===== src/rtl/ipc_pkg.sv =====
// shared types, constants and character decode for the infix to postfix converter
`timescale 1ns / 1ps
package ipc_pkg;

  // stack sizing and per-item result limit
  localparam int STACK_DEPTH_DEF = 16;
  localparam int MAX_RESULTS     = 32;
  localparam int RES_CNT_W       = $clog2(MAX_RESULTS + 1);

  // character constants
  localparam logic [7:0] CH_PLUS  = 8'h2B;
  localparam logic [7:0] CH_MINUS = 8'h2D;
  localparam logic [7:0] CH_TIMES = 8'h2A;
  localparam logic [7:0] CH_DIV   = 8'h2F;
  localparam logic [7:0] CH_LPAR  = 8'h28;
  localparam logic [7:0] CH_RPAR  = 8'h29;
  localparam logic [7:0] CH_SPACE = 8'h20;
  localparam logic [7:0] CH_NUL   = 8'h00;
  localparam logic [7:0] CH_UP_A  = 8'h41;
  localparam logic [7:0] CH_UP_Z  = 8'h5A;
  localparam logic [7:0] CH_LO_A  = 8'h61;
  localparam logic [7:0] CH_LO_Z  = 8'h7A;

  // stacked operator codes
  typedef enum logic [2:0] {
    OP_LPAR  = 3'd0,
    OP_PLUS  = 3'd1,
    OP_MINUS = 3'd2,
    OP_TIMES = 3'd3,
    OP_DIV   = 3'd4
  } op_code_t;

  // input character classes
  typedef enum logic [2:0] {
    CLS_OTHER,
    CLS_LETTER,
    CLS_LPAR,
    CLS_RPAR,
    CLS_OP
  } char_cls_t;

  // output beat source select
  typedef enum logic [1:0] {
    SEL_CHAR,
    SEL_TOP,
    SEL_SPACE,
    SEL_ERR
  } emit_sel_t;

  // controller to datapath commands
  typedef struct packed {
    logic      accept;
    logic      emit;
    emit_sel_t emit_sel;
    logic      emit_last;
    logic      pop;
    logic      push;
  } ipc_cmd_t;

  // datapath to controller status
  typedef struct packed {
    char_cls_t in_cls;
    logic      in_flush;
    logic      emit_ok;
    logic      count_zero;
    logic      count_full;
    logic      top_is_lpar;
    logic      op_cnt_zero;
    logic      prec_pops;
  } ipc_stat_t;

  function automatic char_cls_t char_class(input logic [7:0] ch);
    char_cls_t cls;
    cls = CLS_OTHER;
    if ((ch >= CH_LO_A && ch <= CH_LO_Z) || (ch >= CH_UP_A && ch <= CH_UP_Z)) begin
      cls = CLS_LETTER;
    end else if (ch == CH_LPAR) begin
      cls = CLS_LPAR;
    end else if (ch == CH_RPAR) begin
      cls = CLS_RPAR;
    end else if (ch == CH_PLUS || ch == CH_MINUS || ch == CH_TIMES || ch == CH_DIV) begin
      cls = CLS_OP;
    end
    return cls;
  endfunction

  function automatic op_code_t char_code(input logic [7:0] ch);
    op_code_t code;
    case (ch)
      CH_PLUS:  code = OP_PLUS;
      CH_MINUS: code = OP_MINUS;
      CH_TIMES: code = OP_TIMES;
      CH_DIV:   code = OP_DIV;
      default:  code = OP_LPAR;
    endcase
    return code;
  endfunction

  function automatic logic [7:0] code_char(input op_code_t code);
    logic [7:0] ch;
    case (code)
      OP_LPAR:  ch = CH_LPAR;
      OP_PLUS:  ch = CH_PLUS;
      OP_MINUS: ch = CH_MINUS;
      OP_TIMES: ch = CH_TIMES;
      OP_DIV:   ch = CH_DIV;
      default:  ch = CH_NUL;
    endcase
    return ch;
  endfunction

  function automatic logic [1:0] code_prec(input op_code_t code);
    logic [1:0] p;
    case (code)
      OP_PLUS, OP_MINUS: p = 2'd1;
      OP_TIMES, OP_DIV:  p = 2'd2;
      default:           p = 2'd0;
    endcase
    return p;
  endfunction

endpackage


===== src/rtl/ipc_dpath.sv =====
// datapath: input latch, operator stack, result counter and output register
`timescale 1ns / 1ps
module ipc_dpath #(
  parameter int STACK_DEPTH = ipc_pkg::STACK_DEPTH_DEF
) (
  input  logic              clk,
  input  logic              rst,
  input  logic              s_tuser,   // action
  input  logic [7:0]        s_tdata,   // char_in
  input  ipc_pkg::ipc_cmd_t cmd,
  output ipc_pkg::ipc_stat_t stat,
  output logic              m_tvalid,
  input  logic              m_tready,
  output logic [7:0]        m_tdata,   // out_char
  output logic              m_tuser,   // error
  output logic              m_tlast    // last
);

  localparam int CNT_W = $clog2(STACK_DEPTH + 1);
  localparam int IDX_W = $clog2(STACK_DEPTH);

  ipc_pkg::op_code_t op_stack [STACK_DEPTH];
  logic [CNT_W-1:0]  count;
  logic [CNT_W-1:0]  op_cnt;
  logic [CNT_W-1:0]  count_m1;
  logic [ipc_pkg::RES_CNT_W-1:0] res_cnt;
  logic [7:0]        cur_char;
  ipc_pkg::op_code_t cur_code;
  ipc_pkg::op_code_t top_code;
  logic              slot_free;
  logic              trunc;
  logic              load;
  logic [7:0]        beat_char;

  // top of stack read
  assign count_m1 = count - CNT_W'(1);
  assign top_code = op_stack[count_m1[IDX_W-1:0]];

  // result slot and truncation
  assign slot_free = !m_tvalid || m_tready;
  assign trunc     = (res_cnt == ipc_pkg::RES_CNT_W'(ipc_pkg::MAX_RESULTS));
  assign load      = cmd.emit && !trunc && slot_free;

  // status toward the controller
  always_comb begin
    stat.in_cls      = ipc_pkg::char_class(s_tdata);
    stat.in_flush    = s_tuser;
    stat.emit_ok     = trunc || slot_free;
    stat.count_zero  = (count == '0);
    stat.count_full  = (count == CNT_W'(STACK_DEPTH));
    stat.top_is_lpar = (top_code == ipc_pkg::OP_LPAR);
    stat.op_cnt_zero = (op_cnt == '0);
    stat.prec_pops   = (ipc_pkg::code_prec(cur_code) <= ipc_pkg::code_prec(top_code));
  end

  // beat character select
  always_comb begin
    case (cmd.emit_sel)
      ipc_pkg::SEL_CHAR:  beat_char = cur_char;
      ipc_pkg::SEL_TOP:   beat_char = ipc_pkg::code_char(top_code);
      ipc_pkg::SEL_SPACE: beat_char = ipc_pkg::CH_SPACE;
      default:            beat_char = ipc_pkg::CH_NUL;
    endcase
  end

  // input latch
  always_ff @(posedge clk) begin
    if (cmd.accept) begin
      cur_char <= s_tdata;
      cur_code <= ipc_pkg::char_code(s_tdata);
    end
  end

  // stack storage
  always_ff @(posedge clk) begin
    if (cmd.push) begin
      op_stack[count[IDX_W-1:0]] <= cur_code;
    end
  end

  // stack depth and operator count
  always_ff @(posedge clk) begin
    if (rst) begin
      count  <= '0;
      op_cnt <= '0;
    end else if (cmd.push) begin
      count <= count + CNT_W'(1);
      if (cur_code != ipc_pkg::OP_LPAR) begin
        op_cnt <= op_cnt + CNT_W'(1);
      end
    end else if (cmd.pop) begin
      count <= count_m1;
      if (top_code != ipc_pkg::OP_LPAR) begin
        op_cnt <= op_cnt - CNT_W'(1);
      end
    end
  end

  // results sent for the current item
  always_ff @(posedge clk) begin
    if (rst) begin
      res_cnt <= '0;
    end else if (cmd.accept) begin
      res_cnt <= '0;
    end else if (load) begin
      res_cnt <= res_cnt + ipc_pkg::RES_CNT_W'(1);
    end
  end

  // output register
  always_ff @(posedge clk) begin
    if (rst) begin
      m_tvalid <= 1'b0;
    end else if (load) begin
      m_tvalid <= 1'b1;
    end else if (m_tready) begin
      m_tvalid <= 1'b0;
    end
  end

  always_ff @(posedge clk) begin
    if (load) begin
      m_tdata <= beat_char;
      m_tuser <= (cmd.emit_sel == ipc_pkg::SEL_ERR);
      m_tlast <= cmd.emit_last ||
                 (res_cnt == ipc_pkg::RES_CNT_W'(ipc_pkg::MAX_RESULTS - 1));
    end
  end

endmodule


===== src/rtl/ipc_ctrl.sv =====
// controller: sequences letters, pops, pushes and flushes one beat at a time
`timescale 1ns / 1ps
module ipc_ctrl (
  input  logic               clk,
  input  logic               rst,
  input  logic               s_tvalid,
  output logic               s_tready,
  input  ipc_pkg::ipc_stat_t stat,
  output ipc_pkg::ipc_cmd_t  cmd
);

  typedef enum logic [2:0] {
    ST_IDLE,
    ST_CHAR,
    ST_SPACE,
    ST_LOOP,
    ST_PUSH
  } state_t;

  typedef enum logic [1:0] {
    K_LETTER,
    K_CLOSE,
    K_OPER,
    K_FLUSH
  } kind_t;

  state_t state, state_next;
  kind_t  kind, kind_next;
  logic   go;
  logic   more_pops;

  assign go = stat.emit_ok;

  // whether the current loop keeps emitting operators
  always_comb begin
    case (kind)
      K_CLOSE: more_pops = !stat.count_zero && !stat.top_is_lpar;
      K_OPER:  more_pops = !stat.count_zero && stat.prec_pops;
      K_FLUSH: more_pops = !stat.op_cnt_zero;
      default: more_pops = 1'b0;
    endcase
  end

  // next state and commands
  always_comb begin
    state_next    = state;
    kind_next     = kind;
    s_tready      = (state == ST_IDLE);
    cmd           = '0;
    cmd.emit_sel  = ipc_pkg::SEL_CHAR;
    case (state)
      ST_IDLE: begin
        cmd.accept = s_tvalid;
        if (s_tvalid) begin
          if (stat.in_flush) begin
            kind_next  = K_FLUSH;
            state_next = ST_LOOP;
          end else begin
            case (stat.in_cls)
              ipc_pkg::CLS_LETTER: begin
                kind_next  = K_LETTER;
                state_next = ST_CHAR;
              end
              ipc_pkg::CLS_LPAR: begin
                state_next = ST_PUSH;
              end
              ipc_pkg::CLS_RPAR: begin
                kind_next  = K_CLOSE;
                state_next = ST_LOOP;
              end
              ipc_pkg::CLS_OP: begin
                kind_next  = K_OPER;
                state_next = ST_LOOP;
              end
              default: begin
                state_next = ST_IDLE;
              end
            endcase
          end
        end
      end
      ST_CHAR: begin
        cmd.emit     = 1'b1;
        cmd.emit_sel = ipc_pkg::SEL_CHAR;
        if (go) begin
          state_next = ST_SPACE;
        end
      end
      ST_SPACE: begin
        // stack already popped, so the check looks at the new top
        cmd.emit      = 1'b1;
        cmd.emit_sel  = ipc_pkg::SEL_SPACE;
        cmd.emit_last = !more_pops;
        if (go) begin
          state_next = (kind == K_LETTER) ? ST_IDLE : ST_LOOP;
        end
      end
      ST_LOOP: begin
        if (stat.count_zero) begin
          state_next = (kind == K_OPER) ? ST_PUSH : ST_IDLE;
        end else if (stat.top_is_lpar) begin
          // open paren: dropped by a flush or a close, stops an operator
          if (kind == K_OPER) begin
            state_next = ST_PUSH;
          end else begin
            cmd.pop = 1'b1;
            if (kind == K_CLOSE) begin
              state_next = ST_IDLE;
            end
          end
        end else if (kind == K_OPER && !stat.prec_pops) begin
          state_next = ST_PUSH;
        end else begin
          cmd.emit     = 1'b1;
          cmd.emit_sel = ipc_pkg::SEL_TOP;
          cmd.pop      = go;
          if (go) begin
            state_next = ST_SPACE;
          end
        end
      end
      ST_PUSH: begin
        if (stat.count_full) begin
          cmd.emit      = 1'b1;
          cmd.emit_sel  = ipc_pkg::SEL_ERR;
          cmd.emit_last = 1'b1;
          if (go) begin
            state_next = ST_IDLE;
          end
        end else begin
          cmd.push   = 1'b1;
          state_next = ST_IDLE;
        end
      end
      default: begin
        state_next = ST_IDLE;
      end
    endcase
  end

  // state register
  always_ff @(posedge clk) begin
    if (rst) begin
      state <= ST_IDLE;
      kind  <= K_LETTER;
    end else begin
      state <= state_next;
      kind  <= kind_next;
    end
  end

endmodule


===== src/rtl/infix_to_postfix_converter.sv =====
// Infix to postfix converter top level: controller plus stack datapath.
// A letter emits its character and a space, a '(' is pushed, an operator emits
// and pops each stacked operator of no lower precedence and is then pushed, a ')'
// emits and pops operators down to its '(' and drops it, and a flush emits every
// operator and drops each '('; output stalls hold the sequence. One item at a time,
// at most one output beat per cycle; each letter and popped operator moves two beats.
// Reset (rst, synchronous): stack empty, output register empty, controller idle.
`timescale 1ns / 1ps
module infix_to_postfix_converter #(
  parameter int STACK_DEPTH = ipc_pkg::STACK_DEPTH_DEF
) (
  input  logic       clk,
  input  logic       rst,
  input  logic       s_tvalid,
  output logic       s_tready,
  input  logic [7:0] s_tdata,   // char_in
  input  logic       s_tuser,   // action
  output logic       m_tvalid,
  input  logic       m_tready,
  output logic [7:0] m_tdata,   // out_char
  output logic       m_tuser,   // error
  output logic       m_tlast    // last
);

  ipc_pkg::ipc_cmd_t  cmd;
  ipc_pkg::ipc_stat_t stat;

  // sequencer
  ipc_ctrl u_ctrl (
    .clk      (clk),
    .rst      (rst),
    .s_tvalid (s_tvalid),
    .s_tready (s_tready),
    .stat     (stat),
    .cmd      (cmd)
  );

  // stack and output datapath
  ipc_dpath #(
    .STACK_DEPTH (STACK_DEPTH)
  ) u_dpath (
    .clk      (clk),
    .rst      (rst),
    .s_tuser  (s_tuser),
    .s_tdata  (s_tdata),
    .cmd      (cmd),
    .stat     (stat),
    .m_tvalid (m_tvalid),
    .m_tready (m_tready),
    .m_tdata  (m_tdata),
    .m_tuser  (m_tuser),
    .m_tlast  (m_tlast)
  );

  // error beat carries a zero character and ends its item
  a_err_beat: assert property (@(posedge clk) disable iff (rst)
    m_tvalid && m_tuser |-> (m_tdata == 8'h00) && m_tlast)
    else $error("error beat with data or without last");

  // no pop from an empty stack
  a_pop_nonempty: assert property (@(posedge clk) disable iff (rst)
    cmd.pop |-> !stat.count_zero)
    else $error("pop on empty stack");

  // no push onto a full stack
  a_push_room: assert property (@(posedge clk) disable iff (rst)
    cmd.push |-> !stat.count_full)
    else $error("push on full stack");

  // stack is only touched while an item is in work
  a_idle_quiet: assert property (@(posedge clk) disable iff (rst)
    s_tready |-> !cmd.pop && !cmd.push && !cmd.emit)
    else $error("stack or output activity while idle");

endmodule

===== config.mk =====
export PLATFORM = sky130hd
export DESIGN_NAME = infix_to_postfix_converter
export DESIGN_NICKNAME = d
export VERILOG_FILES = /design/src/rtl/ipc_pkg.sv /design/src/rtl/ipc_dpath.sv /design/src/rtl/ipc_ctrl.sv /design/src/rtl/infix_to_postfix_converter.sv
export SDC_FILE = /design/constraint.sdc
export NUM_CORES = 1
export LEC_CHECK = 0
export ABC_AREA = 1
export BUFFER_PORTS_ARGS = -buffer_cell sky130_fd_sc_hd__buf_4
export CAP_MARGIN = 20
export CORE_MARGIN = 2
export CORE_UTILIZATION = 35
export CTS_CLUSTER_DIAMETER = 120
export DETAILED_ROUTE_END_ITERATION = 10
export GPL_TIMING_DRIVEN = 1
export MAX_ROUTING_LAYER = met4
export SYNTH_ARGS = -nofsm -noshare
export SYNTH_HDL_FRONTEND = slang
export SYNTH_SLANG_ARGS = --single-unit

===== constraint.sdc =====
create_clock -name clk -period 5.44 [get_ports clk]
set_input_delay 0.816 -clock clk [delete_from_list [all_inputs] [get_ports clk]]
set_output_delay 0.816 -clock clk [all_outputs]
set_load 0.01 [all_outputs]

Word level (Yosys, flattened, before mapping):

Memories as Yosys holds them, arrays and structs flattened.
Cells that the tools add are included.

* input port bits: 13
* output and inout bits: 12
* memory bits (writable): 48
* memories kept: 1
* flip-flop bits (word level): 43

Memories
* u_dpath.op_stack: words 16, bits a word 3, read ports 1, clocked after Yosys merged registers in 0, write ports 1, RTL line ipc_dpath.sv:22 `ipc_pkg::op_code_t op_stack [STACK_DEPTH];`

* add/sub/neg operators: 5
* reduce and logical (&&, ||, !) cells: 42
* $lt $le $gt $ge: 5
* muxes and demuxes: 51
* equal/unequal tests: 36

Operators by type and width (count)
* 2-to-1 mux 3 bit: 19
* equality test 8 x 6 -> 1 bit, second input constant: 6
* 2-to-1 mux 5 bit: 6
* case mux 6 bit (5 select lines): 1
* equality test 3 x 2 -> 1 bit, second input constant: 8
* case mux 3 bit (4 select lines): 2
* case mux 8 bit (3 select lines): 1
* >= comparator 8 x 7 -> 1 bit, second input constant: 2
* less-or-equal comparator 8 x 7 -> 1 bit, second input constant: 2
* case mux 3 bit (5 select lines): 1
* equality test 3 x 1 -> 1 bit, second input constant: 4
* equality test 3 bit, second input constant: 4
* 2-to-1 mux 1 bit: 12
* OR reduction 2 bit: 6
* adder 5 x 1 -> 5 bit, second input constant: 2
* zero test 5 bit: 2
* subtractor 5 x 1 -> 5 bit, second input constant: 2
* case mux 3 bit (3 select lines): 1
* equality test 2 bit, second input constant: 4
* case mux 2 bit (2 select lines): 2
* logical AND 1 bit: 7
* zero test 1 bit: 7
* logical OR 1 bit: 7
* adder 6 x 1 -> 6 bit, second input constant: 1
* other kinds (21): 30

Depth between registers and ports, before layout:

Gate-level depths: netlist of the first run.
An unclocked memory read counts as a cell.

* depth after elaboration: 15
* mapped depth: 28
* mapped depth without buffers: 25

Modules after synthesis:

Synthesis of the first run repeated with hierarchy kept, for this count alone.

* cells, all modules: 522
* area, all modules: 4664.5 µm²

Modules (own cells, without submodules)
* ipc_dpath: area an instance 4135.2 µm², instances 1, cells an instance 427, seq. area each 2412.3 µm²
* ipc_ctrl: area an instance 529.3 µm², instances 1, cells an instance 95, seq. area each 100.1 µm²

Worst setup path after synthesis of the first run:

No wires, ideal clock.

* path type: register to register
* from: register u_dpath.count[0]
* to: register u_dpath.m_tdata[0] (enable)
* clock period less this slack: 3.626 ns
* stages on the path, launching flop included: 22
* setup time: 0.334 ns
* path buffers: 3
* setup slack: 1.814 ns
* data arrival time: 3.292 ns
* cell sequence: dfxtp_1 -> buf_6 -> inv_6 -> buf_6 -> ha_1 -> inv_2 -> buf_2 -> nand3_1 -> nand3_1 -> nand3_1 -> nand2_2 -> nand2_4 -> nor2_1 -> nor2_1 -> ha_1 -> inv_1 -> nor2_1 -> o21ai_0 -> nand3_2 -> nand3_4 -> nand3_4 -> inv_1

* cells in the longest elaborated chain, start to end: 14
* elaborated cells on any way between the ends: 22
* those cells by class: add/sub (1); order compare (1); eq/ne (5); mux (6); reduce/logical (8); memory (1)

RTL lines
* from (decl): RTL line ipc_dpath.sv:23 `logic [CNT_W-1:0] count;`
* from (signal assigned): RTL line ipc_dpath.sv:87 `count <= count + CNT_W'(1);`
* from (signal assigned): RTL line ipc_dpath.sv:92 `count <= count_m1;`
* subtractor 5 x 1 -> 5 bit: RTL line ipc_dpath.sv:36 `assign count_m1 = count - CNT_W'(1);`
* memory read (16 x 3 bit)
* equality test 3 x 2 -> 1 bit (tied with other cells): RTL line ipc_pkg.sv:114 `case (code)`
* OR reduction 2 bit: RTL line ipc_pkg.sv:114
* case mux 2 bit (2 select lines): RTL line ipc_pkg.sv:114
* less-or-equal comparator 2 bit: RTL line ipc_dpath.sv:53 `stat.prec_pops = (ipc_pkg::code_prec(cur_code) <= ipc_pkg::code_prec(top_code));`
* zero test 1 bit: RTL line ipc_ctrl.sv:111 `end else if (kind == K_OPER && !stat.prec_pops) begin`
* logical AND 1 bit: RTL line ipc_ctrl.sv:111
* 2-to-1 mux 3 bit: RTL line ipc_ctrl.sv:111
* 2-to-1 mux 3 bit: RTL line ipc_ctrl.sv:101 `end else if (stat.top_is_lpar) begin`
* 2-to-1 mux 3 bit: RTL line ipc_ctrl.sv:99 `if (stat.count_zero) begin`
* case mux 3 bit (4 select lines) (*): RTL line ipc_ctrl.sv:51 `case (state)`
* logical AND 1 bit (*) (2 in series): RTL line ipc_dpath.sv:42 `assign load = cmd.emit && !trunc && slot_free;`
* net u_dpath.load: RTL line ipc_dpath.sv:32 `logic load;`
* to (signal assigned): RTL line ipc_dpath.sv:123 `m_tdata <= beat_char;`
* to (decl): RTL line ipc_dpath.sv:14 `output logic [7:0] m_tdata,`

The timed path passes the listed nets; every way through them passes the cells marked *.
A chain may end at the register's enable or synchronous reset.

Final worst setup path of the first run:

* from: register u_dpath.count[1]
* to: register u_dpath.m_tdata[0] (enable)

Same word-level chain as after synthesis.

==> flow_metrics.tcl, run 1 <==
set metrics [dict create \
    status "complete, no violations" \
    p_leak_nw 2.29 \
    vias_per_cell 4.90 \
    initial_utilization_pct 36.1 \
    hpwlAfterDp_um 7890 \
    die_x_um 122 \
    synth_xor_area_share_pct 2.66 \
    startpoint_type "flip-flop" \
    fp.dieH_um 122 \
    max-vdd-ir-drop_mv 0.154 \
    n_antenna_cell 0 \
    grt_util_met2_pct 25.9 \
    synth_nets 579 \
    relSlewSlack_pct 51.0 \
    io_buffer_count 24 \
    post_cts_buffers 0 \
    grtUsageMet3_pct 3.70 \
    yosysTopAreaCellShare_pct 42.8 \
    drt_iter0_drc 308 \
    htree_levels 3 \
    max_slew.worst_pin.slew_ns 0.734 \
    max_freq_mhz 237 \
    cts_root_buffer "clkbuf_16" \
    setup_tns_ns 0 \
    synth-adder-area-share_pct 4.55 \
    rows 42 \
    cts_tree "built" \
    slowest_stage "ha_1" \
    synthMuxAreaShare_pct 0 \
    synth_cell_types 38 \
    worst-setup-path-type "reg -> reg" \
    synth_compound_area_share_pct 5.30 \
    max_stage_delay_ns 0.60 \
    routed_wl_um 10800 \
    cts_buffers 9 \
    finalMaxSlewViolations 0 \
    cap_violations 0 \
    ys_top_cells_by_area "edfxtp_1, nand2_1, dfxtp_1" \
    wl_per_cell_um 14.3 \
    grt_pass1_vias 3610 \
    grt_overflow 0 \
    grt.busiest_layer "met2" \
    drc 0 \
    min_period_ns 4.22 \
    antenna_found_initial 0 \
    gp_congestion 0.883 \
    clk_latency_ns 0.34 \
    clock-sinks 91 \
    num_vias 3702 \
    yosys_warnings 0 \
    track_usage_pct 15.9 \
    cp_data_arrival_time_ns 4.21 \
    cts_resized 0 \
    dieArea_um2 14800 \
    grt_max_degree 30 \
    firstDrtPassIters 5 \
    layout-area-overhead-vs-synth_pct 12.7 \
    ys_seq_area_share_pct 51.9 \
    setup_viol 0 \
    cp_max_fo 14 \
    synth_area_um2 4840 \
    clock_path_buffers 2 \
    grt_first_pass_wirelength_um 17800 \
    hold_viol 0 \
    grt_use_met1_pct 19.8 \
    yosys.area.top_type "edfxtp_1" \
    synth_top_family_by_area "simple AND/OR/NAND/NOR gates" \
    fin_skew_ns 0.00790 \
    postCtsHoldBufs 0 \
    path_cells "inv_1 > ha_1 > inv_2 > nand3_1 > nand2_1 > nand2_1 > nand3_1 > nand2_2 > nand2_4 > nor2_1 > nor2_1 > ha_1 > inv_1 > nor2_1 > o21ai_0 > nand3_2 > nand3_4 > nand3_4 > inv_1" \
    holdWs_ns 0.480 \
    hold_path.class "reg -> reg" \
    min_period_over_period_pct 77.7 \
    synth-simple-area-share_pct 26.8 \
    ys_seq_elements 91 \
    ios 25 \
    layout-drive-gt1-share_pct 11.6 \
    rsz0062_at_grt "false" \
    required_ns 5.43 \
    core-area_um2 13400 \
    powerDensity_nw_per_um2 296 \
    endpoint_kind "flip-flop" \
    cts.clk_slew.worst_paths_ns 0.06 \
    syn_avg_cell_area_um2 8.82 \
    syn_inst 549 \
    nets 604 \
    ant_nets 0 \
]
==> metal layers <==
metal | wire, um | share of wire [%]
met5 | 0 | 0
met4 | 182 | 1.7
met3 | 500 | 4.6
met2 | 5250 | 49
met1 | 4870 | 45
==> worst max-delay path, delay by kind of cell (launching register included) <==
| kind | cells | cell delay, ns |
|---|---|---|
| flip-flops | 1 | 0.41 |
| buffers and inverters | 4 | 0.79 |
| AO/OA/AOI/OAI | 1 | 0.36 |
| AND/OR/NAND/NOR | 12 | 1.42 |
| adder cells (fa/ha/maj) | 2 | 0.89 |
==> per-stage QoR <==
stage / power (mW) / util, % / instances / cell area [um^2] / setup WS [ns]
floorplan: 0.936 / - / 549 / 4840 / 1.81
global placement: 1.01 / 38.5 / 738 / 5160 / 1.44
detailed placement: 1.01 / 38.5 / 738 / 5160 / 1.24
CTS: 1.62 / 40.7 / 754 / 5450 / 1.23
global route: 1.68 / 40.7 / 755 / 5460 / 0.821
finish: 1.61 / 40.7 / 755 / 5460 / 1.22
==> worst paths after layout <==
kind	slack, ns	start	end	depth (start not counted)
worst min-delay path	0.48	u_dpath.count[4]$_SDFFE_PP0P_	u_dpath.count[4]$_SDFFE_PP0P_	2
worst max register to register	1.22	u_dpath.count[1]$_SDFFE_PP0P_	u_dpath.m_tdata[0]$_DFFE_PP_	19
worst max-delay path	1.22	u_dpath.count[1]$_SDFFE_PP0P_	u_dpath.m_tdata[0]$_DFFE_PP_	19
worst min register to register	0.48	u_dpath.count[4]$_SDFFE_PP0P_	u_dpath.count[4]$_SDFFE_PP0P_	2
==> cells in the final DEF (no fill, tap or decap), types with 2 or more instances in the layout <==
| cell | synthesis | final |
|---|---|---|
| nand3_2 | 7 | 7 |
| nand3_1 | 56 | 56 |
| xnor2_1 | 2 | 2 |
| xor2_1 | 9 | 9 |
| dfxtp_1 | 22 | 22 |
| nor3_1 | 14 | 14 |
| ha_1 | 16 | 16 |
| nand2_4 | 2 | 2 |
| nand4_1 | 11 | 11 |
| nand2_2 | 8 | 8 |
| clkinv_1 | 2 | 4 |
| edfxtp_1 | 69 | 69 |
| o21ai_1 | 5 | 5 |
| inv_6 | 1 | 3 |
| nor2_1 | 52 | 52 |
| clkbuf_16 | 0 | 9 |
| a21oi_1 | 26 | 26 |
| o22ai_1 | 2 | 2 |
| buf_4 | 3 | 26 |
| o21ai_0 | 10 | 10 |
| nand2_1 | 125 | 125 |
| inv_2 | 3 | 3 |
| nand3_4 | 2 | 2 |
| inv_1 | 81 | 81 |
==> synthesized netlist by cell type (all sizes together) <==
master    n
nor2     53
o211ai    1
clkbuf    2
o21ai    16
nor3     14
or4       1
nand4    11
ha       16
xor2     10
o21bai    1
buf      10
dfxtp    22
a21oi    26
nand2   135
or3       1
inv      86
fa        1
o22ai     2
clkinv    2
edfxtp   69
xnor2     3
nand3    65
a211oi    1
a22oi     1
==> sequential cells by signal, indices dropped and copies added (netlist names), 3 cells and up <==
register          cells
u_dpath.op_cnt        5
u_dpath.m_tdata       8
u_dpath.op_stack     48
u_ctrl.state          3
u_dpath.cur_code      3
u_dpath.res_cnt       6
u_dpath.cur_char      8
u_dpath.count         5
==> area by class of cell <==
cell class                      instances  area (um^2)
Fill cell                            1387         7940
Sequential cell                        91         2510
Multi-Input combinational cell        358         1900
Inverter                               88          338
Clock buffer                           10          229
Tap cell                              176          220
Timing Repair Buffer                   26          195
Clock inverter                          6         62.6
==> kinds of logic after synthesis <==
kind of cell | after synthesis
adders and majority gates | 17
buffers and inverters | 100
xor gates and xnor gates | 13
AOI/OAI and AO/OA | 48
DFF | 91
and+or+nand+nor | 280
==> power breakdown <==
part | total [mW] | internal [mW] | switching [mW]
sequential | 0.821 | 0.793 | 0.0285
combinational | 0.176 | 0.0654 | 0.111
clock | 0.616 | 0.356 | 0.260
total | 1.61 | 1.21 | 0.399
(Power assumes the default switching activity.)
==> run 2, diff against run 1 <==
Clock period 5.44 ns to 4.4 ns, I/O delays scaled along.
==> run 2 against run 1 <==
Core utilization up 0.10 points. Via count decreased by 1.1%. Register-to-register slack worse by 0.89 ns. Largest power group unchanged.
==> flow_metrics.tcl, run 2 (synthesis gave the netlist of run 1 again) <==
set metrics [dict create \
    post_cts_buffers 0 \
    nets 605 \
    layout-drive-gt1-share_pct 12.1 \
    cts_buffers 9 \
    worstReg2RegStart "u_dpath.count[0]$_SDFFE_PP0P_" \
    gp_congestion 0.911 \
    rows 42 \
    setup_viol 0 \
    die_x_um 122 \
    multiInputGateArea_um2 1900 \
    n_antenna_cell 0 \
    worst-setup-path-type "reg -> reg" \
    firstDrtPassIters 4 \
    placed_area_um2 5170 \
    vias_per_cell 4.84 \
    drt_iter0_drc 345 \
    num_vias 3660 \
    io_buffer_count 24 \
    cp_max_fo 29 \
    hold_viol 0 \
    htree_levels 3 \
    drc 0 \
    cp_data_arrival_time_ns 4.06 \
    finalMaxSlewViolations 0 \
    relSlewSlack_pct 49.3 \
    min_period_ns 4.07 \
    setup_tns_ns 0 \
    dieArea_um2 14800 \
    route.met3.wl_um 445 \
    clock-sinks 91 \
    max_slew.worst_pin.slew_ns 0.761 \
    rsz0062_at_grt "false" \
    wl_per_cell_um 13.9 \
    required_ns 4.39 \
    core-area_um2 13400 \
    fin_skew_ns 0.00743 \
    powerDensity_nw_per_um2 362 \
    grt_first_pass_wirelength_um 17700 \
    path_cells "inv_6 > ha_1 > buf_4 > nand3_1 > nand3_1 > nand3_1 > nand2_2 > nand2_4 > nor2_1 > nor2_1 > ha_1 > inv_1 > nor2_1 > o21ai_0 > nand3_2 > nand3_4 > nand3_4 > inv_1" \
    cts.clk_slew.worst_paths_ns 0.07 \
    most-common-layout-cells "nand2_1, inv_1, edfxtp_1, nand3_1, nor2_1" \
    cts_resized 0 \
    seq_area_um2 2510 \
    hold_path.class "reg -> reg" \
    design_area_um2 5470 \
    max_freq_mhz 246 \
    hold_start "u_dpath.count[4]$_SDFFE_PP0P_" \
    grt_pass1_vias 3659 \
    final_common_cell "nand2_1" \
    clk_latency_ns 0.34 \
    postCtsHoldBufs 0 \
    crit_start "u_dpath.count[0]$_SDFFE_PP0P_" \
    initial_utilization_pct 36.1 \
    dr.max_layer_used "met4" \
    num-fill-cells 1322 \
    ios 25 \
    antenna_found_initial 0 \
    p_leak_nw 2.29 \
    startpoint_type "flip-flop" \
    cap_violations 0 \
    status "complete, no violations" \
    max_stage_delay_ns 0.45 \
    track_usage_pct 15.8 \
    min_period_over_period_pct 92.5 \
    slowest_stage "o21ai_0" \
    largest_register_ffs 48 \
    met1Wirelength_um 4810 \
    clock_path_buffers 2 \
    routed_wl_um 10500 \
    r2r_setup_slack_ns 0.33 \
    cts_tree "built" \
    endpoint_kind "flip-flop" \
    max-vdd-ir-drop_mv 0.228 \
    power.total_mw 1.98 \
    fp.dieH_um 122 \
    grt_max_degree 30 \
    cts_root_buffer "clkbuf_16" \
    wl_met2_um 5100 \
    hpwlAfterDp_um 7730 \
    grt_overflow 0 \
    ant_nets 0 \
    layout-area-overhead-vs-synth_pct 13.0 \
]
## run 2: cell count changes in the layout (fill, tap and decap cells not counted), sizes merged
cell,change
clkinvlp,+3
buf,+1
inv,-2
clkbuf,-1
## run 2: path summary, 6_finish.rpt
| kind | endpoint | cells past startpoint |
|---|---|---|
| worst max-delay path | u_dpath.m_tdata[6]$_DFFE_PP_ | 18 |
| worst min register to register | u_dpath.count[4]$_SDFFE_PP0P_ | 2 |
| worst min-delay path | u_dpath.count[4]$_SDFFE_PP0P_ | 2 |
| worst max register to register | u_dpath.m_tdata[6]$_DFFE_PP_ | 18 |
## run 2: area by class of cell
type,count,area share [%]
flip-flops and latches,91,45.9
multi-input cells,358,34.7
repair buffers,27,3.77
clock inverters,7,1.26
clock buffers,9,4.12
inverters,88,6.17
well taps,176,4.02
## run 2: power breakdown
part           total [mW]  internal (mW)  switching (mW)
Clock               0.749          0.436           0.313
Sequential           1.02          0.980          0.0346
Combinational       0.218         0.0817           0.136
Total                1.98           1.50           0.484
## run 2: metrics by stage
stage / util [%] / setup slack, ns / hold slack, ns / instances
2_1_floorplan: - / 0.774 / 0.453 / 549
3_3_place_gp: 38.6 / 0.592 / 0.467 / 739
3_5_place_dp: 38.6 / 0.366 / 0.482 / 739
4_1_cts: 40.7 / 0.383 / 0.492 / 755
5_1_grt: 40.8 / 0.0389 / 0.490 / 756
6_report: 40.8 / 0.329 / 0.489 / 756
## run 2: worst max-delay path, delay by kind of cell, from the launching register on
kind	cells	cell delay, ns
buf+inv	4	0.78
simple gates	11	1.37
flops	1	0.41
fa+ha+maj	2	0.70
compound gates	1	0.45
## run 2: per-layer routing
metal | vias up | track usage [%]
li1 | 1851 | -
met1 | 1728 | 19.8
met2 | 73 | 25.0
met3 | 8 | 4.12
met4 | 0 | 5.10
met5 | - | -
==> run 3, diff against run 2 <==
Settings changed: CELL_PAD_IN_SITES_DETAIL_PLACEMENT from default to 0, CELL_PAD_IN_SITES_GLOBAL_PLACEMENT from default to 1, CTS_CLUSTER_SIZE from default to 14, PLACE_DENSITY_LB_ADDON from default to 0.1.
==> run 3 against run 2 <==
Via count decreased by 1.3%. Non-clock buffer count up 1. Sequential cell count unchanged. Count of clock-buffer cells in the layout up 3. Sequential power about the same. Highest routed layer unchanged.
==> flow_metrics.tcl, run 3 (synthesis gave the netlist of run 1 again) <==
set metrics [dict create \
    status "complete, no violations" \
    rsz0062_at_grt "false" \
    core-area_um2 13400 \
    cp-endpoint "u_dpath.m_tdata[1]$_DFFE_PP_" \
    grtUsageMet3_pct 4.12 \
    grt_first_pass_wirelength_um 17900 \
    min_period_over_period_pct 89.8 \
    hold_path.class "reg -> reg" \
    clock_path_buffers 2 \
    drt_iter0_drc 219 \
    clk_latency_ns 0.35 \
    n_antenna_cell 0 \
    clock-sinks 91 \
    dieArea_um2 14800 \
    ant_nets 0 \
    required_ns 4.43 \
    fp.dieH_um 122 \
    most-common-layout-cells "nand2_1, inv_1, edfxtp_1, nand3_1, nor2_1" \
    cp_max_fo 29 \
    worst-setup-path-type "reg -> reg" \
    grt_max_degree 30 \
    grt.busiest_layer "met1" \
    holdWs_ns 0.484 \
    drc 0 \
    max_slew.worst_pin.slew_ns 0.783 \
    post_cts_buffers 0 \
    cts_buffers 9 \
    finalMaxSlewViolations 0 \
    antenna_found_initial 0 \
    reg2reg_depth 18 \
    track_usage_pct 16.6 \
    cts.clk_slew.worst_paths_ns 0.06 \
    max-vdd-ir-drop_mv 0.210 \
    hpwlAfterDp_um 8240 \
    crit_start "u_dpath.count[0]$_SDFFE_PP0P_" \
    fin_skew_ns 0.00874 \
    htree_levels 3 \
    reg2reg_to "u_dpath.m_tdata[1]$_DFFE_PP_" \
    relSlewSlack_pct 47.8 \
    rows 42 \
    max_stage_delay_ns 0.40 \
    setup_slack_ns 0.450 \
    hold_start "u_dpath.op_cnt[2]$_SDFFE_PP0P_" \
    num_vias 3611 \
    routed_wl_um 11300 \
    die_x_um 122 \
    worstReg2RegStart "u_dpath.count[0]$_SDFFE_PP0P_" \
    setup_tns_ns 0 \
    cap_violations 0 \
    path_cells "inv_6 > ha_1 > inv_2 > nand3_1 > nand3_1 > nand3_1 > nand2_2 > nand2_4 > nor2_1 > nor2_1 > ha_1 > inv_1 > nor2_1 > o21ai_0 > nand3_2 > nand3_4 > nand3_4 > clkinvlp_4" \
    nets 606 \
    slowest_stage "dfxtp_1" \
    endpoint_kind "flip-flop" \
    final_common_cell "nand2_1" \
    ios 25 \
    grt_pass1_vias 3455 \
    pre_cts_slack_ns 0.306 \
    largest_register_ffs 48 \
    grt_overflow 0 \
    cts_root_buffer "clkbuf_16" \
    wl_per_cell_um 14.9 \
    layout-area-overhead-vs-synth_pct 12.8 \
    max_freq_mhz 253 \
    grt_util_met2_pct 23.3 \
    startpoint_type "flip-flop" \
    cts_tree "built" \
    layout-drive-gt1-share_pct 11.9 \
    min_period_ns 3.95 \
    vias_per_cell 4.78 \
    grt_use_met1_pct 23.7 \
    initial_utilization_pct 36.1 \
    num-fill-cells 1358 \
    firstDrtPassIters 4 \
    p_leak_nw 2.29 \
    hold_viol 0 \
    cp_data_arrival_time_ns 3.98 \
    setup_viol 0 \
    r2r_setup_slack_ns 0.45 \
    powerDensity_nw_per_um2 364 \
    io_buffer_count 24 \
    gp_congestion 0.809 \
]
run 3: cell types whose count changed in the layout (fill, tap and decap cells not counted):
cell / previous run / this run
buf_4: 26 / 28
buf_6: 1 / 0
clkinv_1: 3 / 2
inv_1: 81 / 80
clkinv_2: 1 / 2
clkinvlp_4: 4 / 1
clkbuf_1: 0 / 3
run 3: critical path, delay by kind of cell, from the launching register on:
kind	cells	cell delay (ns)
DFF	1	0.40
AOI/OAI and AO/OA	1	0.39
buffers and inverters	4	0.68
and+or+nand+nor	11	1.49
adders and majority gates	2	0.65
run 3: metrics by stage:
stage	total power, mW	util (%)	area [um^2]	std cells
floorplan	1.16	-	4840	549
CTS	2.01	40.7	5460	756
finish	1.99	40.8	5460	756
global placement	1.26	38.7	5180	741
global route	2.08	40.8	5460	756
detailed placement	1.26	38.7	5180	741
run 3: worst min path at each step:
stage                                           endpoint  slack, ns  depth (start not counted)
final                     u_dpath.op_cnt[2]$_SDFFE_PP0P_       0.48                          2
after global routing       u_dpath.cur_char[5]$_DFFE_PP_       0.49                          1
after CTS                  u_dpath.count[4]$_SDFFE_PP0P_       0.49                          2
after detailed placement   u_dpath.count[4]$_SDFFE_PP0P_       0.48                          2
after global placement     u_dpath.count[4]$_SDFFE_PP0P_       0.48                          2
after floorplan           u_dpath.op_cnt[2]$_SDFFE_PP0P_       0.45                          2
run 3: final cells by class:
| type | count | area, um^2 | area share [%] |
|---|---|---|---|
| Clock inverter | 3 | 40.0 | 0.733 |
| Sequential cell | 91 | 2510 | 46.0 |
| Multi-Input combinational cell | 358 | 1900 | 34.8 |
| Tap cell | 176 | 220 | 4.03 |
| Clock buffer | 12 | 236 | 4.33 |
| Inverter | 88 | 342 | 6.25 |
| Timing Repair Buffer | 28 | 210 | 3.85 |
run 3: layer usage:
metal / routed length (um) / vias up
met5: 0 / -
met4: 183 / 0
met3: 428 / 8
met2: 4880 / 60
met1: 5770 / 1690
li1: - / 1853
run 3: what timing repair did:
| action | 4_1_cts | 5_1_grt |
|---|---|---|
| endpoints found under the setup margin | 0 | 10 |
| gates resized for setup | 0 | 1 |
| endpoints found under the hold margin | 0 | 0 |
| hold buffers | 0 | 0 |
run 3: report_power, final:
part,total (mW),leakage [nW],internal [mW],switching [mW]
Sequential,1.01,0.813,0.980,0.0280
Combinational,0.230,1.34,0.0825,0.147
Clock,0.748,0.136,0.436,0.312
Total,1.99,2.29,1.50,0.488
